`config.mk`:
```
export PLATFORM = sky130hd
export DESIGN_NAME = imrof_cnt
export DESIGN_NICKNAME = d
export VERILOG_FILES = /design/src/design/imrof_cnt.sv
export SDC_FILE = /design/constraint.sdc
export NUM_CORES = 1
export LEC_CHECK = 0
export BUFFER_PORTS_ARGS = -buffer_cell sky130_fd_sc_hd__buf_2
export CAP_MARGIN = 25
export CORE_AREA = 2 2 197 199
export CTS_CLUSTER_SIZE = 25
export DETAILED_ROUTE_END_ITERATION = 8
export DIE_AREA = 0 0 199 201
export PLACE_DENSITY = 0.61
export SLEW_MARGIN = 30
export SYNTH_ARGS = -nofsm -noshare
export SYNTH_HDL_FRONTEND = slang
export SYNTH_SLANG_ARGS = --single-unit
```
`constraint.sdc`:
```
create_clock -name clk -period 1.2 [get_ports clk]
set_input_delay 0.06 -clock clk [delete_from_list [all_inputs] [get_ports clk]]
set_output_delay 0.06 -clock clk [all_outputs]
set_load 0.005 [all_outputs]
```
`src/design/imrof_cnt.sv`:
```
module imrof_cnt #(
    parameter int NC    = 32,
    parameter int CIW   = 5,
    parameter int CNT_W = 11
) (
    input  logic             clk,
    input  logic             rst_n,
    input  logic [CIW-1:0]   rd_idx,
    output logic [CNT_W-1:0] rd_data,
    input  logic             wr_en,
    input  logic [CIW-1:0]   wr_idx,
    input  logic [CNT_W-1:0] wr_data
);

    logic [CNT_W-1:0] cnt_reg [NC];

    always_ff @(posedge clk or negedge rst_n)
    begin
        if (!rst_n)
        begin
            for (int i = 0; i < NC; i++)
            begin
                cnt_reg[i] <= '0;
            end
        end
        else if (wr_en)
        begin
            cnt_reg[wr_idx] <= wr_data;
        end
    end

    // ids past the table read as empty
    always_comb
    begin
        rd_data = '0;
        if (32'(rd_idx) < NC)
        begin
            rd_data = cnt_reg[rd_idx];
        end
    end

endmodule

```
==> results of run 1 <==
==> cells by family (layout without fill, tap and decap cells) <==
family	after synthesis	in the layout	synth area share
mux	528	528	0.353
flops	352	352	0.525
simple gates	122	122	0.0385
buf+inv	109	265	0.0425
compound gates	99	99	0.0418
==> layout by cell type, fill, tap and decap left out, types with 7 or more instances in the layout <==
| cell | instances |
|---|---|
| buf_4 | 116 |
| buf_2 | 32 |
| nand3_1 | 19 |
| clkbuf_8 | 7 |
| a21oi_1 | 22 |
| clkinv_2 | 9 |
| nand4_1 | 11 |
| buf_12 | 44 |
| mux2i_1 | 174 |
| mux2_4 | 52 |
| clkbuf_16 | 41 |
| nor2_1 | 13 |
| nand2_1 | 39 |
| a22oi_1 | 43 |
| a22o_1 | 22 |
| dfrtp_1 | 352 |
| mux2_2 | 300 |
==> per-layer routing <==
metal / wire length [um] / part of all wire / up-vias / global-route usage
met3: 1970 / 0.046 / 62 / 0.0402
met5: 42 / 0.00099 / - / 0
met1: 20200 / 0.47 / 5341 / 0.321
met2: 19400 / 0.46 / 198 / 0.337
li1: - / - / 4653 / -
met4: 862 / 0.020 / 6 / 0.0581
==> power breakdown <==
group	switching, W	internal, W
clock	0.00481	0.00752
sequential	0.00118	0.0142
combinational	0.00247	0.00341
total	0.00846	0.0251
==> layout make-up <==
class,instances,area share
well taps,518,0.0321
multi-input cells,749,0.368
repair buffers,196,0.0973
flip-flops and latches,352,0.437
clock inverters,15,0.00893
clock buffers,54,0.0568
==> worst paths after layout <==
kind	from	to	slack, ns	cells past startpoint
min in group clk	wr_idx[0]	cnt_reg[131]	0.16	4
worst max register to register	cnt_reg[303]	cnt_reg[303]	0.31	2
worst min register to register	cnt_reg[285]	cnt_reg[285]	0.50	1
max in group asynchronous	rst_n	cnt_reg[295]	0.48	3
worst max-delay path	cnt_reg[278]	rd_data[3]	-0.84	7
worst min-delay path	rst_n	cnt_reg[80]	-0.005	2
==> stage by stage <==
step,std cells,total power (W)
3_5_place_dp,1815,0.0214
5_1_grt,1884,0.0352
6_report,1884,0.0336
2_1_floorplan,1210,0.0191
4_1_cts,1886,0.0339
3_3_place_gp,1815,0.0211
==> timing repair <==
action,CTS,global route
buffers inserted,1,0
pin swaps,19,16
gates cloned,0,0
gates resized for setup,21,5
setup endpoints to repair,11,24
endpoints found under the hold margin,352,0
hold buffers,2,0
==> metrics.yaml, run 1 <==
die:
  die_y_um: 201
  die_w_um: 199
  start_util: 0.441
  die_area_sq_um: 40000
  ioPinCount: 35
  core_area_sq_um: 38100
  row_count: 72
detailed_routing:
  drt_iter0_markers: 604
  drc: 0
  ant_nets: 0
  viasPerCell: 5.45
  wl_um: 42500
  wl_per_cell_um: 22.5
  dr_total_vias: 10300
  firstDrtPassIters: 5
global_route:
  grt_max_degree: 68
  grt_pass1_vias: 11000
  grt-ovfl-total: 0
  antenna_found_initial: 3
  grt_first_pass_wirelength_um: 66600
  grtUsageTotal: 0.220
placement:
  numPortBuffers: 34
  hpwl_um: 28400
  post_dp_cell_area_sq_um: 18700
  gp_congestion: 0.817
  place_worst_setup_slack_ns: -0.608
cells_and_area:
  syn2layout_area_growth_pct: 20.1
  seqCellArea_sq_um: 8810
  largest_reg_flops: 352
  finalNetCount: 1362
  stdcell_area_sq_um: 20200
  fin_util: 0.529
  nFillCells: 3237
  diodes: 0
  final_layout_size_suffix_gt1_frac: 0.472
  multi_input_area_sq_um: 7430
critical_path:
  cp_top_family: "compound AO/OA/AOI/OAI gates"
  critPathLaunchType: "register"
  endpoint_kind: "output port"
  critPathMaxFanout: 2
  path_class: "reg -> out"
  max_stage_delay_ns: 0.37
  crit_arrival_ns: 1.98
  path_cells: "mux2i_1, a22o_1, nor3_2, a31oi_2, buf_4, nand3_2, buf_2"
  cp_slowest_cell: "dfrtp_1"
  cp.required_ns: 1.14
  path_buf_inv: 2
status:
  status: "complete, but fails checks"
  violations: "negative hold slack, negative setup slack"
timing:
  timing.setup.tns_ns: -8.22
  final-setup-viol-count: 11
  setup_ws_ns: -0.837
  period_share: 1.70
  fin_skew_ns: 0
  worstMarginPinSlew_ns: 0.801
  fin_hold_ws_ns: -0.00454
  slew_headroom: 0.466
  hold_viol: 4
  period_needed_ns: 2.04
  maxSlewViolCount: 0
  fmax_mhz: 491
  rsz0062_at_grt: "true"
worst_hold_path:
  hold_path.class: "in -> async"
logic_synthesis:
  syn_inst: 1210
  yosysMostFrequentCell: "dfrtp_1"
  synth_area_leaders: "dfrtp_1, mux2_2, mux2i_1"
  yosysUniqueCellTypes: 30
  async_flop_share: 1.00
  ys_seq_area_frac: 0.525
  synth_common_cells: "dfrtp_1, mux2_2, mux2i_1"
  synth_top_area_cell: "dfrtp_1"
  synthFlopType: "dfrtp_1"
  synth_seq_cells: 352
  syn_area_per_cell_sq_um: 13.9
  yosys_warnings: 0
  synthesis.nets: 1234
  synthesis.area_sq_um: 16800
  synth_edf_count: 0
  synth.top_cell.area_share: 0.525
cts:
  clock_path_buffers: 3
  clock-sinks: 352
  htreeDepth: 2
  clk_latency_ns: 0.53
  cts_tree: "done"
  clkTransAtPathRegs_ns: 0.06
  cts_root_buf: "clkbuf_16"
  cts_buffers: 39
pwr:
  p_leak_nw: 9.56
  powerDensity_nw_per_um2: 1660
  vdd_drop_max_mv: 0.868
run:
  cap_viol_max_count: 0
Note: power is estimated with default switching activity, not from simulation.
==> run 2: changes to the inputs <==
--- a/config.mk
+++ b/config.mk
@@ -7,10 +7,11 @@
 export LEC_CHECK = 0
 export BUFFER_PORTS_ARGS = -buffer_cell sky130_fd_sc_hd__buf_2
 export CAP_MARGIN = 25
-export CORE_AREA = 2 2 197 199
+export CORE_AREA = 5 5 200 202
 export CTS_CLUSTER_SIZE = 25
 export DETAILED_ROUTE_END_ITERATION = 8
-export DIE_AREA = 0 0 199 201
+export DIE_AREA = 0 0 205 207
+export GPL_ROUTABILITY_DRIVEN = 1
 export PLACE_DENSITY = 0.61
 export SLEW_MARGIN = 30
 export SYNTH_ARGS = -nofsm -noshare
==> constraint.sdc (replaced) <==
create_clock -name clk -period 1.2 [get_ports clk]
set_input_delay 0.24 -clock clk [delete_from_list [all_inputs] [get_ports clk]]
set_output_delay 0.24 -clock clk [all_outputs]
set_load 0.005 [all_outputs]
==> metrics.yaml, run 2 (synthesized netlist as in run 1, its figures left out) <==
status:
  status: "complete, but fails checks"  # unchanged
  violations: "negative setup slack"  # was negative hold slack, negative setup slack
die:
  die_w_um: 205  # was 199 um
  die_y_um: 207  # was 201 um
  start_util: 0.441  # unchanged
  die_area_sq_um: 42400  # was 40000 sq um
  ioPinCount: 35  # unchanged
  row_count: 72  # unchanged
  core_area_sq_um: 38100  # unchanged
detailed_routing:
  drt_iter0_markers: 653  # was 604
  firstDrtPassIters: 5  # unchanged
  drc: 0  # unchanged
  wl_um: 44000  # was 42500 um
  viasPerCell: 5.51  # was 5.45
  ant_nets: 0  # unchanged
  wl_per_cell_um: 23.1  # was 22.5 um
  dr_total_vias: 10500  # was 10300
global_route:
  grt_pass1_vias: 11300  # was 11000
  grt_max_degree: 61  # was 68
  grt-ovfl-total: 0  # unchanged
  grtUsageTotal: 0.209  # was 0.220
  grt_first_pass_wirelength_um: 69500  # was 66600 um
  antenna_found_initial: 0  # was 3
timing:
  slew_headroom: 0.396  # was 0.466
  period_needed_ns: 2.15  # was 2.04 ns
  rsz0062_at_grt: "true"  # unchanged
  final-setup-viol-count: 11  # unchanged
  period_share: 1.79  # was 1.70
  worstMarginPinSlew_ns: 0.905  # was 0.801 ns
  maxSlewViolCount: 0  # unchanged
  fmax_mhz: 465  # was 491 MHz
  setup_ws_ns: -0.952  # was -0.837 ns
  hold_viol: 0  # was 4
  fin_skew_ns: 0  # unchanged
cts:
  htreeDepth: 2  # unchanged
  cts_root_buf: "clkbuf_16"  # unchanged
  clock_path_buffers: 3  # unchanged
  clk_latency_ns: 0.53  # about the same
  cts_buffers: 39  # unchanged
  clkTransAtPathRegs_ns: 0.06  # about the same
  cts_tree: "done"  # unchanged
  clock-sinks: 352  # unchanged
critical_path:
  path_class: "reg -> out"  # unchanged
  critPathMaxFanout: 2  # unchanged
  cp.depth: 7  # unchanged
  max_stage_delay_ns: 0.37  # about the same
  r2r_slack_ns: 0.11  # was 0.31 ns
  setup.worst_path.end: "rd_data[2]"  # was rd_data[3]
  endpoint_kind: "output port"  # unchanged
  reg2reg_depth: 4  # was 2
  worstReg2RegEnd: "cnt_reg[306]"  # was cnt_reg[303]
  cp.required_ns: 0.96  # was 1.14 ns
  crit_arrival_ns: 1.91  # was 1.98 ns
  cp_slowest_cell: "dfrtp_1"  # unchanged
  cp_top_family: "compound AO/OA/AOI/OAI gates"  # unchanged
  path_buf_inv: 2  # unchanged
  cp-startpoint: "cnt_reg[266]"  # was cnt_reg[278]
  rr_startpoint: "cnt_reg[306]"  # was cnt_reg[303]
  critPathLaunchType: "register"  # unchanged
  path_cells: "mux2i_1, a22o_1, nor3_4, a31oi_1, buf_4, nand3_2, buf_2"  # was mux2i_1, a22o_1, nor3_2, a31oi_2, buf_4, nand3_2, buf_2
pwr:
  powerDensity_nw_per_um2: 1610  # was 1660 nW/um^2
  vdd_drop_max_mv: 1.05  # was 0.868 mV
  p_leak_nw: 9.94  # was 9.56 nW
placement:
  numPortBuffers: 34  # unchanged
  place_worst_setup_slack_ns: -0.987  # was -0.608 ns
  hpwl_um: 28800  # was 28400 um
  gp_congestion: 0.840  # was 0.817
cells_and_area:
  multi_input_area_sq_um: 8060  # was 7430 sq um
  finalNetCount: 1390  # was 1362
  syn2layout_area_growth_pct: 24.7  # was 20.1%
  fin_util: 0.549  # was 0.529
  largest_reg_flops: 352  # unchanged
  seqCellArea_sq_um: 8810  # unchanged
  nFillCells: 3152  # was 3237
  diodes: 0  # unchanged
  final_layout_size_suffix_gt1_frac: 0.498  # was 0.472
  final_common_cell: "dfrtp_1"  # unchanged
  layout_common_cells: "dfrtp_1, mux2_2, mux2i_1"  # unchanged
run:
  cap_viol_max_count: 0  # unchanged
worst_hold_path:
  hold_path.class: "in -> async"  # unchanged
==> run 2: timing repair <==
action	4_1_cts	5_1_grt
resized for setup	35	11
buffers inserted	1	2
endpoints found under the hold margin	306	0
endpoints found under the setup margin	11	21
hold buffers	1	0
pin swaps	20	20
==> run 2: through the flow <==
step | total power (W) | setup TNS, ns | instances | hold slack [ns] | instance area [sq um]
6_report | 0.0338 | -9.94 | 1909 | 0.163 | 20900
5_1_grt | 0.0354 | -10.76 | 1909 | 0.193 | 20900
4_1_cts | 0.0340 | -10.25 | 1907 | 0.150 | 20900
3_5_place_dp | 0.0222 | -130.73 | 1847 | 0.123 | 19500
3_3_place_gp | 0.0220 | -126.03 | 1847 | 0.122 | 19500
2_1_floorplan | 0.0196 | -23.15 | 1210 | -0.0556 | 17400
==> run 2: final cells by class <==
class                           instances  share of cell area
Sequential cell                       352               0.421
Clock inverter                          7             0.00287
Clock buffer                           59              0.0561
Multi-Input combinational cell        749               0.385
Tap cell                              518              0.0310
Timing Repair Buffer                  224               0.104
==> run 2: metal layers <==
metal | global-route usage | part of all wire | vias to the layer above
met4 | 0.0529 | 0.024 | 0
li1 | - | - | 4696
met5 | 0 | 0 | -
met2 | 0.318 | 0.45 | 225
met1 | 0.308 | 0.47 | 5518
met3 | 0.0418 | 0.052 | 76
==> run 2: worst min-delay path by stage <==
| stage | from | to | cells past startpoint |
|---|---|---|---|
| after floorplan | rst_n | cnt_reg[0] | 0 |
| after global placement | rst_n | cnt_reg[36] | 1 |
| after detailed placement | rst_n | cnt_reg[35] | 1 |
| after CTS | rst_n | cnt_reg[35] | 2 |
| after global routing | rst_n | cnt_reg[36] | 2 |
| final | rst_n | cnt_reg[35] | 2 |
==> run 2: worst register-to-register path, stage by stage (launching register included) <==
cell     delay (ns)
dfrtp_1        0.37
buf_4          0.13
buf_4          0.12
buf_4          0.12
mux2_4         0.25
==> run 2: power breakdown <==
group	total (W)	internal [W]	leakage, nW	switching (W)
Combinational	0.00669	0.00407	4.83	0.00262
Sequential	0.0154	0.0142	4.50	0.00126
Clock	0.0117	0.00692	0.612	0.00473
Total	0.0338	0.0252	9.94	0.00861
==> run 3: changes to the inputs <==
--- a/config.mk
+++ b/config.mk
@@ -12,7 +12,6 @@
 export DETAILED_ROUTE_END_ITERATION = 8
 export DIE_AREA = 0 0 205 207
 export GPL_ROUTABILITY_DRIVEN = 1
-export PLACE_DENSITY = 0.61
 export SLEW_MARGIN = 30
 export SYNTH_ARGS = -nofsm -noshare
 export SYNTH_HDL_FRONTEND = slang
==> metrics.yaml, run 3 (synthesized netlist as in run 1, its figures left out) <==
status:
  status: "complete, but fails checks"  # unchanged
  violations: "negative setup slack"  # unchanged
cells_and_area:
  syn2layout_area_growth_pct: 26.5  # was 24.7%
  largest_reg_flops: 352  # unchanged
  final_common_cell: "dfrtp_1"  # unchanged
  layout_common_cells: "dfrtp_1, mux2_2, mux2i_1"  # unchanged
  diodes: 0  # unchanged
  finalNetCount: 1403  # was 1390
  nFillCells: 3095  # was 3152
  final_layout_size_suffix_gt1_frac: 0.509  # was 0.498
cts:
  clkTransAtPathRegs_ns: 0.06  # about the same
  cts_root_buf: "clkbuf_16"  # unchanged
  clock-sinks: 352  # unchanged
  cts_tree: "done"  # unchanged
  clk_latency_ns: 0.53  # about the same
  cts_buffers: 39  # unchanged
  htreeDepth: 2  # unchanged
  clock_path_buffers: 3  # unchanged
die:
  core_area_sq_um: 38100  # unchanged
  row_count: 72  # unchanged
  die_area_sq_um: 42400  # unchanged
  die_w_um: 205  # unchanged
  die_y_um: 207  # unchanged
  start_util: 0.441  # unchanged
  ioPinCount: 35  # unchanged
pwr:
  switching_share: 0.251  # was 0.255
  clkPwrFrac: 0.362  # was 0.345
  p_sw_w: 0.00883  # was 0.00861 W
  p_comb_frac: 0.198  # about the same
  intPower_w: 0.0263  # was 0.0252 W
  p_leak_nw: 10.1  # was 9.94 nW
  powerDensity_nw_per_um2: 1650  # was 1610 nW/um^2
  seq_power_share: 0.440  # was 0.457
  vdd_drop_max_mv: 0.900  # was 1.05 mV
detailed_routing:
  dr_total_vias: 10500  # about the same
  firstDrtPassIters: 4  # was 5
  drt_iter0_markers: 471  # was 653
  wl_per_cell_um: 23.1  # about the same
  viasPerCell: 5.47  # was 5.51
  wl_um: 44600  # was 44000 um
  ant_nets: 0  # unchanged
  drc: 0  # unchanged
timing:
  hold_viol: 0  # unchanged
  final-setup-viol-count: 11  # unchanged
  period_needed_ns: 2.19  # was 2.15 ns
  fin_skew_ns: 0  # unchanged
  timing.setup.tns_ns: -10.48  # was -9.94 ns
  period_share: 1.83  # was 1.79
  setup_ws_ns: -0.994  # was -0.952 ns
  fin_hold_ws_ns: 0.142  # was 0.163 ns
  worstMarginPinSlew_ns: 0.854  # was 0.905 ns
  rsz0062_at_grt: "true"  # unchanged
  fmax_mhz: 456  # was 465 MHz
  maxSlewViolCount: 0  # unchanged
  slew_headroom: 0.431  # was 0.396
global_route:
  grt_pass1_vias: 11300  # about the same
  grtUsageTotal: 0.211  # was 0.209
  grt_max_degree: 61  # unchanged
  antenna_found_initial: 0  # unchanged
  grt-ovfl-total: 0  # unchanged
  grt_first_pass_wirelength_um: 70100  # was 69500 um
placement:
  numPortBuffers: 34  # unchanged
  place_worst_setup_slack_ns: -1.08  # was -0.987 ns
  hpwl_um: 29200  # was 28800 um
  gp_congestion: 0.820  # was 0.840
run:
  cap_viol_max_count: 0  # unchanged
critical_path:
  path_class: "reg -> out"  # unchanged
  cp.required_ns: 0.96  # about the same
  critPathMaxFanout: 2  # unchanged
  r2r_slack_ns: 0.20  # was 0.11 ns
  endpoint_kind: "output port"  # unchanged
  worstReg2RegEnd: "cnt_reg[39]"  # was cnt_reg[306]
  critPathLaunchType: "register"  # unchanged
  reg2reg_depth: 3  # was 4
  rr_startpoint: "cnt_reg[39]"  # was cnt_reg[306]
  crit_arrival_ns: 1.95  # was 1.91 ns
worst_hold_path:
  hold_path.class: "in -> async"  # unchanged
[run 3: repair_timing]
| action | 4_1_cts | 5_1_grt |
|---|---|---|
| setup buffers | 0 | 1 |
| hold buffers | 1 | 0 |
| pin swaps | 17 | 10 |
| gates resized for setup | 45 | 2 |
| endpoints found under the setup margin | 11 | 11 |
| endpoints found under the hold margin | 313 | 0 |
[run 3: metal layers]
layer  routed length, um  vias to the layer above  GRT usage
met5                   0                        -          0
li1                    -                     4728          -
met2               20900                      188      0.334
met3                2330                       55     0.0424
met4                 674                        0     0.0444
met1               20700                     5572      0.305
[run 3: power groups by stage]
stage	logic [W]	registers [W]	clock network [W]
finish	0.00695	0.0155	0.0127
CTS	0.00699	0.0155	0.0130
detailed placement	0.00679	0.0156	0
global placement	0.00663	0.0156	0
global route	0.00749	0.0157	0.0135
floorplan	0.00438	0.0152	0
[run 3: worst max-delay path by stage]
stage / from / to / slack [ns] / cells after the start
2_1_floorplan: rd_idx[1] / rd_data[10] / -0.28 / 8
3_3_place_gp: rd_idx[1] / rd_data[5] / -1.08 / 10
3_5_place_dp: rd_idx[1] / rd_data[6] / -1.08 / 10
4_1_cts: cnt_reg[282] / rd_data[7] / -1.01 / 6
5_1_grt: cnt_reg[282] / rd_data[7] / -1.07 / 6
6_report: cnt_reg[283] / rd_data[8] / -0.99 / 6
[run 3: area by class of cell]
cell class,instances,area [sq um],share of cell area
Tap cell,518,648,0.0305
Clock inverter,13,194,0.00913
Timing Repair Buffer,237,2360,0.111
Multi-Input combinational cell,749,8060,0.379
Clock buffer,57,1180,0.0554
Sequential cell,352,8810,0.415
[run 3: critical path: stages (launching register included)]
cell and delay [ns]:
dfrtp_1 0.39, mux2i_2 0.21, a22o_1 0.20, nor3_2 0.06, a31oi_2 0.27, nand3_1 0.13
buf_2 0.16
[run 3: stage by stage]
step	cells	utilization	instance area [sq um]	power (W)
2_1_floorplan	1210	-	17400	0.0196
3_3_place_gp	1859	0.515	19600	0.0222
3_5_place_dp	1859	0.515	19600	0.0224
4_1_cts	1925	0.557	21200	0.0355
5_1_grt	1926	0.558	21200	0.0367
6_report	1926	0.558	21200	0.0351
