### config.mk
export PLATFORM = sky130hd
export DESIGN_NAME = imrof_seq
export DESIGN_NICKNAME = d
export VERILOG_FILES = /design/src/design/imrof_pkg.sv /design/src/design/imrof_seq.sv
export SDC_FILE = /design/constraint.sdc
export NUM_CORES = 1
export LEC_CHECK = 0
export ABC_CLOCK_PERIOD_IN_PS = 7600
export BUFFER_PORTS_ARGS = -buffer_cell sky130_fd_sc_hd__buf_2
export CAP_MARGIN = 0
export CORE_MARGIN = 2
export CORE_UTILIZATION = 30
export DETAILED_ROUTE_END_ITERATION = 16
export GPL_ROUTABILITY_DRIVEN = 0
export PLACE_DENSITY = 0.5
export SLEW_MARGIN = 30
export SYNTH_ARGS = -nofsm -noshare
export SYNTH_HDL_FRONTEND = slang
export SYNTH_SLANG_ARGS = --single-unit
### constraint.sdc
create_clock -name clk -period 7.6 [get_ports clk]
set_input_delay 1.52 -clock clk [delete_from_list [all_inputs] [get_ports clk]]
set_output_delay 1.52 -clock clk [all_outputs]
set_load 0.005 [all_outputs]
### src/design/imrof_pkg.sv
package imrof_pkg;

    localparam int CHROM_W = 5;
    localparam int POS_W   = 32;
    localparam int LEN_W   = 10;

    // action codes
    localparam logic ACT_LOAD  = 1'b0;
    localparam logic ACT_QUERY = 1'b1;

    // load status codes
    localparam logic [2:0] ST_APPEND = 3'd0;
    localparam logic [2:0] ST_EXTEND = 3'd1;
    localparam logic [2:0] ST_ABSORB = 3'd2;
    localparam logic [2:0] ST_ORDER  = 3'd3;
    localparam logic [2:0] ST_FULL   = 3'd4;

    // query verdict codes
    localparam logic [1:0] V_OUT     = 2'd0;
    localparam logic [1:0] V_IN      = 2'd1;
    localparam logic [1:0] V_UNKNOWN = 2'd2;

    typedef enum logic [2:0] {
        S_IDLE,
        S_START,
        S_LCHK,
        S_BS,
        S_BSCHK,
        S_SRD,
        S_SCHK,
        S_FIN
    } seq_state_t;

    typedef struct packed {
        logic [1:0] verdict;
        logic [2:0] load_status;
    } result_t;

endpackage

### src/design/imrof_seq.sv
module imrof_seq #(
    parameter int CHROMS            = 32,
    parameter int ISLANDS_PER_CHROM = 1024
) (
    input  logic                 clk,
    input  logic                 rst_n,
    input  logic                 in_valid,
    output logic                 in_ready,
    input  logic                 action,
    input  logic [4:0]           chrom_id,
    input  logic [31:0]          position_start,
    input  logic [31:0]          island_end,
    input  logic [9:0]           read_length,
    output logic [((CHROMS < 32) ? ((CHROMS > 1) ? $clog2(CHROMS) : 1) : 5)-1:0] cnt_rd_idx,
    input  logic [$clog2(ISLANDS_PER_CHROM + 1)-1:0] cnt_rd_data,
    output logic                 cnt_wr_en,
    output logic [((CHROMS < 32) ? ((CHROMS > 1) ? $clog2(CHROMS) : 1) : 5)-1:0] cnt_wr_idx,
    output logic [$clog2(ISLANDS_PER_CHROM + 1)-1:0] cnt_wr_data,
    output logic                 mem_rd_en,
    output logic [((CHROMS < 32) ? ((CHROMS > 1) ? $clog2(CHROMS) : 1) : 5)
                  + $clog2(ISLANDS_PER_CHROM)-1:0] mem_rd_addr,
    input  logic [63:0]          mem_rd_data,
    output logic                 mem_wr_en,
    output logic [((CHROMS < 32) ? ((CHROMS > 1) ? $clog2(CHROMS) : 1) : 5)
                  + $clog2(ISLANDS_PER_CHROM)-1:0] mem_wr_addr,
    output logic [63:0]          mem_wr_data,
    output logic                 res_valid,
    input  logic                 res_ready,
    output imrof_pkg::result_t   res
);

    import imrof_pkg::*;

    localparam int NC    = (CHROMS < 32) ? CHROMS : 32;
    localparam int CIW   = (NC > 1) ? $clog2(NC) : 1;
    localparam int IDX_W = $clog2(ISLANDS_PER_CHROM);
    localparam int CNT_W = $clog2(ISLANDS_PER_CHROM + 1);

    seq_state_t       state_reg, state_next;
    logic             act_reg;
    logic             ok_reg;
    logic [CIW-1:0]   cidx_reg;
    logic [31:0]      pos_reg;
    logic [31:0]      iend_reg;
    logic [9:0]       rlen_reg;
    logic [CNT_W-1:0] n_reg;
    logic [CNT_W-1:0] lo_reg, lo_next;
    logic [CNT_W-1:0] hi_reg, hi_next;
    logic [CNT_W-1:0] mid_reg, mid_next;
    result_t          res_reg, res_next;

    logic [CNT_W-1:0] n_m1;
    logic [CNT_W-1:0] mid_calc;
    logic [31:0]      rd_start, rd_end;
    logic             in_fire;
    logic             chrom_ok;
    logic             last_above;
    logic             gap_after;
    logic             end_beyond;
    logic             hit;
    logic             read_before;
    logic             is_full;

    assign in_fire    = in_valid && (state_reg == S_IDLE);
    assign chrom_ok   = 32'(chrom_id) < NC;
    assign cnt_rd_idx = chrom_id[CIW-1:0];
    assign n_m1       = n_reg - CNT_W'(1);
    assign mid_calc   = lo_reg + ((hi_reg - lo_reg) >> 1);
    assign rd_start   = mem_rd_data[31:0];
    assign rd_end     = mem_rd_data[63:32];
    assign is_full    = n_reg >= CNT_W'(ISLANDS_PER_CHROM);

    // 33-bit compares so end + 1 and start + len never wrap
    assign last_above  = rd_start > pos_reg;
    assign gap_after   = ({1'b0, rd_end} + 33'd1) < {1'b0, pos_reg};
    assign end_beyond  = rd_end < iend_reg;
    assign hit         = (({1'b0, pos_reg} + 33'(rlen_reg)) >= {1'b0, rd_start})
                      && ({1'b0, pos_reg} <= ({1'b0, rd_end} + 33'(rlen_reg)));
    assign read_before = pos_reg < rd_start;

    // next state
    always_comb
    begin
        state_next = state_reg;
        case (state_reg)
            S_IDLE:
            begin
                if (in_fire)
                begin
                    state_next = S_START;
                end
            end
            S_START:
            begin
                if (!ok_reg || n_reg == '0)
                begin
                    state_next = S_FIN;
                end
                else if (act_reg == ACT_LOAD)
                begin
                    state_next = S_LCHK;
                end
                else
                begin
                    state_next = S_BS;
                end
            end
            S_LCHK:  state_next = S_FIN;
            S_BS:
            begin
                state_next = (lo_reg < hi_reg) ? S_BSCHK : S_SRD;
            end
            S_BSCHK: state_next = S_BS;
            S_SRD:
            begin
                state_next = (lo_reg < n_reg) ? S_SCHK : S_FIN;
            end
            S_SCHK:
            begin
                state_next = (hit || read_before) ? S_FIN : S_SRD;
            end
            S_FIN:
            begin
                if (res_ready)
                begin
                    state_next = S_IDLE;
                end
            end
            default: state_next = S_IDLE;
        endcase
    end

    // search bounds and result
    always_comb
    begin
        lo_next  = lo_reg;
        hi_next  = hi_reg;
        mid_next = mid_reg;
        res_next = res_reg;
        case (state_reg)
            S_START:
            begin
                lo_next  = '0;
                hi_next  = n_reg;
                res_next = '0;
                if (act_reg == ACT_LOAD)
                begin
                    if (!ok_reg)
                    begin
                        res_next.load_status = ST_FULL;
                    end
                    else
                    begin
                        res_next.load_status = ST_APPEND;
                    end
                end
                else
                begin
                    res_next.verdict = V_UNKNOWN;
                end
            end
            S_LCHK:
            begin
                if (last_above)
                begin
                    res_next.load_status = ST_ORDER;
                end
                else if (gap_after)
                begin
                    res_next.load_status = is_full ? ST_FULL : ST_APPEND;
                end
                else if (end_beyond)
                begin
                    res_next.load_status = ST_EXTEND;
                end
                else
                begin
                    res_next.load_status = ST_ABSORB;
                end
            end
            S_BS:
            begin
                if (lo_reg < hi_reg)
                begin
                    mid_next = mid_calc;
                end
                else if (lo_reg != '0)
                begin
                    // step back one island
                    lo_next = lo_reg - CNT_W'(1);
                end
            end
            S_BSCHK:
            begin
                if (rd_start < pos_reg)
                begin
                    lo_next = mid_reg + CNT_W'(1);
                end
                else
                begin
                    hi_next = mid_reg;
                end
            end
            S_SRD:
            begin
                if (lo_reg >= n_reg)
                begin
                    res_next.verdict = V_OUT;
                end
            end
            S_SCHK:
            begin
                if (hit)
                begin
                    res_next.verdict = V_IN;
                end
                else if (read_before)
                begin
                    res_next.verdict = V_OUT;
                end
                else
                begin
                    lo_next = lo_reg + CNT_W'(1);
                end
            end
            default:
            begin
            end
        endcase
    end

    // memory, count table and handshake
    always_comb
    begin
        in_ready    = (state_reg == S_IDLE);
        res_valid   = (state_reg == S_FIN);
        mem_rd_en   = 1'b0;
        mem_rd_addr = {cidx_reg, lo_reg[IDX_W-1:0]};
        mem_wr_en   = 1'b0;
        mem_wr_addr = {cidx_reg, n_reg[IDX_W-1:0]};
        mem_wr_data = {iend_reg, pos_reg};
        cnt_wr_en   = 1'b0;
        cnt_wr_idx  = cidx_reg;
        cnt_wr_data = n_reg + CNT_W'(1);
        case (state_reg)
            S_START:
            begin
                if (ok_reg && act_reg == ACT_LOAD)
                begin
                    if (n_reg == '0)
                    begin
                        mem_wr_en = 1'b1;
                        cnt_wr_en = 1'b1;
                    end
                    else
                    begin
                        mem_rd_en   = 1'b1;
                        mem_rd_addr = {cidx_reg, n_m1[IDX_W-1:0]};
                    end
                end
            end
            S_LCHK:
            begin
                if (!last_above && gap_after && !is_full)
                begin
                    mem_wr_en = 1'b1;
                    cnt_wr_en = 1'b1;
                end
                else if (!last_above && !gap_after && end_beyond)
                begin
                    mem_wr_en   = 1'b1;
                    mem_wr_addr = {cidx_reg, n_m1[IDX_W-1:0]};
                    mem_wr_data = {iend_reg, rd_start};
                end
            end
            S_BS:
            begin
                mem_rd_en   = lo_reg < hi_reg;
                mem_rd_addr = {cidx_reg, mid_calc[IDX_W-1:0]};
            end
            S_SRD:
            begin
                mem_rd_en = lo_reg < n_reg;
            end
            default:
            begin
            end
        endcase
    end

    always_ff @(posedge clk or negedge rst_n)
    begin
        if (!rst_n)
        begin
            state_reg <= S_IDLE;
        end
        else
        begin
            state_reg <= state_next;
        end
    end

    always_ff @(posedge clk)
    begin
        if (in_fire)
        begin
            act_reg  <= action;
            ok_reg   <= chrom_ok;
            cidx_reg <= chrom_id[CIW-1:0];
            pos_reg  <= position_start;
            iend_reg <= island_end;
            rlen_reg <= read_length;
            n_reg    <= cnt_rd_data;
        end
        lo_reg  <= lo_next;
        hi_reg  <= hi_next;
        mid_reg <= mid_next;
        res_reg <= res_next;
    end

    assign res = res_reg;

endmodule
==> results of run 1 <==
area by class of cell:
cell class / count / area [sq um]
Antenna cell: 3 / 7.51
Multi-Input combinational cell: 1112 / 8470
Sequential cell: 132 / 3950
Inverter: 140 / 526
Clock buffer: 19 / 433
Timing Repair Buffer: 295 / 1520
Fill cell: 4586 / 28200
Tap cell: 592 / 741
Clock inverter: 13 / 133
worst max-delay path, cell delays in order:
cell and delay [ns]:
buf_2 0.17, ha_1 0.26, and3_1 0.31, nand2_1 0.14
nor2_1 0.21, and2_1 0.24, nand3_1 0.11, xnor2_1 0.14
ha_1 0.29, and4_1 0.22, a221o_1 0.31, o2bb2ai_1 0.13
a41oi_2 0.26, nand2_4 0.15, nand3_4 0.35, mux2i_1 0.45
buf_2 0.20
placed cells by master (no fill, tap or decap), types with 16 or more instances in the layout:
cell type,netlist,final
nor3_1,36,36
o21ai_0,55,55
edfxtp_1,129,129
nor2_1,83,82
nand4_1,37,37
and3_1,28,28
clkbuf_16,0,17
nor2b_1,21,21
xor2_1,39,39
nand2_1,90,90
mux2i_1,38,38
a211oi_1,16,16
nand3_1,63,63
a21o_1,26,26
inv_1,139,139
buf_2,7,283
and4_1,16,16
ha_1,215,215
a21oi_1,87,87
xnor2_1,111,111
routing by layer:
metal | GRT usage | vias up | wire length [um]
met5 | 0 | - | 0
met4 | 0.0708 | 0 | 1310
met1 | 0.241 | 5577 | 19600
met3 | 0.0353 | 65 | 2320
met2 | 0.330 | 376 | 21700
li1 | - | 5757 | -
logic make-up (layout without fill, tap and decap cells):
family | after synthesis | after routing | share of synthesized area
AO/OA/AOI/OAI | 283 | 283 | 0.139
XOR/XNOR | 150 | 150 | 0.0990
adder cells (fa/ha/maj) | 219 | 219 | 0.209
buffers and inverters | 191 | 467 | 0.0640
flip-flops | 132 | 132 | 0.298
multiplexers | 38 | 38 | 0.0287
other | 0 | 3 | 0
AND/OR/NAND/NOR | 422 | 422 | 0.163
how the worst max path moves through the flow:
| stage | from | to | slack [ns] | depth (start not counted) |
|---|---|---|---|---|
| finish | mem_rd_data[32] | mem_wr_data[19] | 0.57 | 17 |
| global route | mem_rd_data[32] | mem_wr_data[22] | 0.34 | 18 |
| CTS | mem_rd_data[32] | mem_wr_data[22] | 0.60 | 18 |
| detailed placement | mem_rd_data[32] | mem_wr_data[20] | 0.61 | 18 |
| global placement | mem_rd_data[32] | mem_wr_data[19] | 0.70 | 17 |
| floorplan | mem_rd_data[32] | lo_reg[0] | 1.42 | 18 |
stage by stage:
step                hold WS (ns)  cell area [sq um]  power, uW  utilization
floorplan                  0.522              13300       2650            -
global placement           0.542              15200       3340        0.346
detailed placement         0.560              15200       3360        0.346
CTS                        0.584              15800       4230        0.359
global route               0.628              15800       4500        0.359
finish                     0.580              15800       4200        0.359
power breakdown:
part | leakage, uW | total, uW | switching, uW | internal (uW)
Clock | 0.000273 | 828 | 348 | 480
Combinational | 0.00571 | 2200 | 1310 | 891
Sequential | 0.00121 | 1170 | 154 | 1020
Total | 0.00719 | 4200 | 1810 | 2390
==> reports/metrics.csv, run 1 <==
stage,metric,value,unit
synthesis,synth-seq-cells,132,
sta,min_period_over_period,0.924,
sta,slew_violations,0,
worst_setup_path,r2r-end,lo_reg[8],
min_path,worstHoldStart,mid_reg[10],
sta,rsz0062_at_grt,no,
floorplan,start_util,0.302,
cts,clk_latency,0.47,ns
drt,wl_per_cell,19.5,um
drt,vias,11775,
synthesis,netlist.area_leader.share,0.292,
final_layout,syn_to_final_growth,18.9,%
placement,place_inst,2271,
final_layout,drive_above_1_share,0.197,
synthesis,yosysMostFrequentCell,ha_1,
drt,drt_iter0_drc,775,
power_and_ir_drop,cellLeakagePower,0.00719,uW
min_path,holdCritPathClass,register to register,
grt,grt_max_degree,63,
worst_setup_path,crit-reg2reg-launch,rlen_reg[0],
cts,numCtsBuffers,17,
floorplan,fp.dieArea,0.0459,sq mm
cts,postCtsHoldBufs,0,
final_layout,layout.cells.non_filler,2306,
floorplan,die_w,214,um
power_and_ir_drop,max-vdd-ir-drop,0.220,mV
cts,cts_setup_buffers,0,
placement,post-place-ws,0.609,ns
synthesis,synth_edf_count,129,
worst_setup_path,crit_fanout,21,
sta,worst_pin_slew,1.01,ns
drt,post-route-drc-count,0,
sta,setup_ws,0.574,ns
synthesis,synthesis.nets,1813,
flow_run,cap_violations,0,
sta,hold_viol,0,
cts,cts_resized,0,
worst_setup_path,critPathArrivalTime,5.51,ns
cts,cts_buffer_depth,2,
synthesis,synth_top_area_cell,edfxtp_1,
grt,grt_pass1_vias,11612,
synthesis,syn_area,0.0133,sq mm
sta,setup_viol,0,
synthesis,async_reset_ff_frac,0.0227,
synthesis,synthTopCellsByCount,"ha_1 (215), inv_1 (139), edfxtp_1 (129), xnor2_1 (111), nand2_1 (90)",
synthesis,synth_warnings,0,
worst_setup_path,worstSetupPathType,input port to output port,
worst_setup_path,end_kind,output port,
sta,clock.fmax,142,MHz
sta,maxSlewHeadroom,0.320,
floorplan,num_io_pins,284,
cts,htreeDepth,4,
synthesis,synthCells,1435,
worst_setup_path,worst_ep_required_time,6.08,ns
synthesis,synth_cell_types,71,
synthesis,synth.area.top_cells,"edfxtp_1 (29%), ha_1 (20%), xnor2_1 (7.3%)",
floorplan,row_count,77,
floorplan,fp.dieH,214,um
sta,finalCriticalPeriod,7.03,ns
worst_setup_path,critPathLaunchType,input port,
drt,routed_via_density,5.11,
grt,grt_pass1_wl,67.3,mm
final_layout,final_net_count,2076,
floorplan,core-area,0.0439,sq mm
min_path,min_to,hi_reg[10],
grt,grt_usage,0.193,
cts,cts_tree,built,
min_path,hold_path_depth,2,
grt,gr-total-overflow,0,
drt,ant_nets,0,
run_status,status,finished clean,
worst_setup_path,r2r_cells,19,
drt,first_pass_iters,5,
synthesis,yosysSeqAreaShare,0.298,
cts,path_clk_slew,0.06,ns
sta,final.setup_skew,0.0110,ns
placement,portBuffers,283,
synthesis,syn_area_per_cell,9.25,sq um
placement,post-dp-hpwl,37.6,mm
drt,wl,44.9,mm
cts,cts_root_buf,clkbuf_16,
cts,cts.sinks,132,
sta,setup-tns-final,0,ns
synthesis,synth_flop_cell,edfxtp_1,
worst_setup_path,regToRegSetupSlack,2.14,ns
power_and_ir_drop,powerDensity,266,mW/mm^2
grt,antenna_found_initial,3,
(Power assumes the default switching activity.)
==> run 2: changes to the inputs <==
--- a/config.mk
+++ b/config.mk
@@ -12,6 +12,7 @@
 export CORE_UTILIZATION = 30
 export DETAILED_ROUTE_END_ITERATION = 16
 export GPL_ROUTABILITY_DRIVEN = 0
+export GPL_TIMING_DRIVEN = 0
 export PLACE_DENSITY = 0.5
 export SLEW_MARGIN = 30
 export SYNTH_ARGS = -nofsm -noshare
==> constraint.sdc (replaced) <==
create_clock -name clk -period 7.6 [get_ports clk]
set_input_delay 0.76 -clock clk [delete_from_list [all_inputs] [get_ports clk]]
set_output_delay 0.76 -clock clk [all_outputs]
set_load 0.005 [all_outputs]
==> run 2 against run 1 <==
Count of clock-buffer cells in the layout shrank 1. Clock skew shrank 0.0030 ns. Core utilization grew 0.62 points. Fmax grew 19%. Cell count grew 1.9%. Sequential power is essentially flat. Hold slack lost 0.49 ns. Critical path depth grew 3. Register-to-register slack lost 0.37 ns. Critical endpoint unchanged.
==> reports/metrics.csv, run 2 (synthesized netlist as in run 1, its figures left out) <==
stage,metric,value,unit,change
drt,first_pass_iters,6,,+1
worst_setup_path,worstSetupPathType,input port to output port,,
cts,cts_root_buf,clkbuf_16,,
sta,hold_viol,0,,unchanged
min_path,holdCritPathClass,input port to asynchronous set/reset pin,,
worst_setup_path,worst_ep_required_time,6.84,ns,+0.76 ns
sta,maxSlewHeadroom,0.366,,+0.0461
worst_setup_path,end_kind,output port,,
grt,grt_pass1_wl,65.8,mm,-2.2%
sta,worst_pin_slew,0.939,ns,-0.0683 ns
worst_setup_path,crit_fanout,10,,-52%
power_and_ir_drop,max-vdd-ir-drop,0.225,mV,+2.2%
drt,ant_nets,0,,unchanged
floorplan,fp.dieArea,0.0459,sq mm,unchanged
drt,wl,43.7,mm,-2.8%
drt,routed_via_density,5.01,,-2.0%
final_layout,syn_to_final_growth,21.0,%,
grt,antenna_found_initial,10,,+7
drt,post-route-drc-count,0,,unchanged
sta,min_period_over_period,0.779,,-0.145
drt,vias,11758,,-0.14%
worst_setup_path,critPathArrivalTime,5.16,ns,-0.35 ns
final_layout,final_net_count,2118,,+2.0%
sta,setup_viol,0,,unchanged
power_and_ir_drop,cellLeakagePower,0.00732,uW,+1.8%
grt,grt_pass1_vias,11792,,+1.6%
cts,htreeDepth,4,,unchanged
placement,dpl_cell_area,0.0155,sq mm,+1.8%
sta,rsz0062_at_grt,no,,
flow_run,cap_violations,0,,unchanged
cts,cts.sinks,132,,unchanged
sta,finalCriticalPeriod,5.92,ns,-1.10 ns
floorplan,row_count,77,,unchanged
cts,numCtsBuffers,17,,unchanged
worst_setup_path,crit-reg2reg-launch,rlen_reg[6],,
placement,place_inst,2313,,+1.8%
drt,drt_iter0_drc,700,,-9.7%
cts,cts_setup_buffers,0,,unchanged
placement,portBuffers,283,,unchanged
final_layout,mostFrequentLayoutCell,buf_2,,
final_layout,layout.cells.non_filler,2349,,+1.9%
worst_setup_path,regToRegSetupSlack,1.77,ns,-0.37 ns
worst_setup_path,r2r_cells,18,,-1
floorplan,num_io_pins,284,,unchanged
placement,post-dp-hpwl,37.2,mm,-1.1%
worst_setup_path,r2r-end,lo_reg[2],,
cts,cts_buffer_depth,2,,unchanged
grt,grt_usage,0.187,,-0.00515
grt,grt_use_met2,0.322,,-0.00758
grt,grt_use_met1,0.227,,-0.0138
grt,grt_max_degree,40,,-37%
sta,clock.fmax,169,MHz,+19%
final_layout,drive_above_1_share,0.203,,+0.00612
cts,path_clk_slew,0.06,ns,about the same
final_layout,final_cell_mix,"buf_2 (290), ha_1 (215), inv_1 (139)",,
cts,cts_resized,0,,unchanged
grt,use_met3,0.0433,,+0.00794
grt,gr-total-overflow,0,,unchanged
run_status,status,finished clean,,
cts,postCtsHoldBufs,0,,unchanged
worst_setup_path,critPathLaunchType,input port,,
cts,cts_tree,built,,
cts,clk_latency,0.46,ns,about the same
sta,final.setup_skew,0.00799,ns,-0.00302 ns
floorplan,core-area,0.0439,sq mm,unchanged
power_and_ir_drop,powerDensity,262,mW/mm^2,-1.4%
floorplan,fp.dieH,214,um,unchanged
floorplan,die_w,214,um,unchanged
grt,grt-busiest-layer,met2,,
drt,wl_per_cell,18.6,um,-4.6%
final_layout,fillers,4592,,+0.13%
sta,setup-tns-final,0,ns,unchanged
sta,slew_violations,0,,unchanged
final_layout,post-route-cell-area,0.0161,sq mm,+1.7%
floorplan,start_util,0.302,,unchanged
==> run 2: layer usage <==
layer | part of all wire | wire length, um
met1 | 0.44 | 19000
met2 | 0.48 | 21100
met3 | 0.051 | 2250
met4 | 0.030 | 1290
met5 | 0.00096 | 42
==> run 2: layout make-up <==
| cell class | count | area (sq um) | area share |
|---|---|---|---|
| Timing Repair Buffer | 286 | 1460 | 0.0912 |
| Tap cell | 592 | 741 | 0.0461 |
| Sequential cell | 132 | 3950 | 0.246 |
| Inverter | 140 | 526 | 0.0327 |
| Multi-Input combinational cell | 1112 | 8480 | 0.528 |
| Buffer | 51 | 324 | 0.0202 |
| Antenna cell | 4 | 10.0 | 0.000623 |
| Clock inverter | 14 | 136 | 0.00849 |
| Clock buffer | 18 | 429 | 0.0267 |
==> run 2: critical path, cell delays in order <==
cell	delay [ns]
buf_2	0.19
ha_1	0.29
and3_1	0.18
clkbuf_1	0.27
nand2_1	0.18
nor2_1	0.25
and2_1	0.28
nand3_1	0.12
xnor2_1	0.18
ha_1	0.27
and4_1	0.22
a221o_1	0.32
o2bb2ai_1	0.14
a41oi_2	0.28
nand2_4	0.17
nand3_4	0.11
buf_8	0.17
buf_12	0.16
mux2i_1	0.41
buf_2	0.20
==> run 2: stage by stage <==
| stage | worst slack [ns] | util | hold slack (ns) | total power, uW |
|---|---|---|---|---|
| 2_1_floorplan | 2.18 | - | 0.464 | 2650 |
| 3_3_place_gp | 0.519 | 0.351 | 0.560 | 3340 |
| 3_5_place_dp | 1.27 | 0.352 | 0.562 | 3370 |
| 4_1_cts | 1.67 | 0.365 | 0.0466 | 4230 |
| 5_1_grt | 1.34 | 0.365 | 0.0591 | 4520 |
| 6_report | 1.68 | 0.365 | 0.0854 | 4210 |
==> run 2: report_power, final <==
part	internal (uW)	switching [uW]
Sequential	1020	121
Combinational	909	1350
Clock	478	339
==> run 2: worst max path at each step <==
stage	from	end	slack, ns
after floorplan	mem_rd_data[32]	lo_reg[0]	2.18
after global placement	mem_rd_data[38]	lo_reg[2]	0.52
after detailed placement	mem_rd_data[38]	lo_reg[2]	1.27
after CTS	mem_rd_data[33]	mem_wr_data[19]	1.67
after global routing	rlen_reg[6]	lo_reg[2]	1.34
final	mem_rd_data[33]	mem_wr_data[19]	1.68
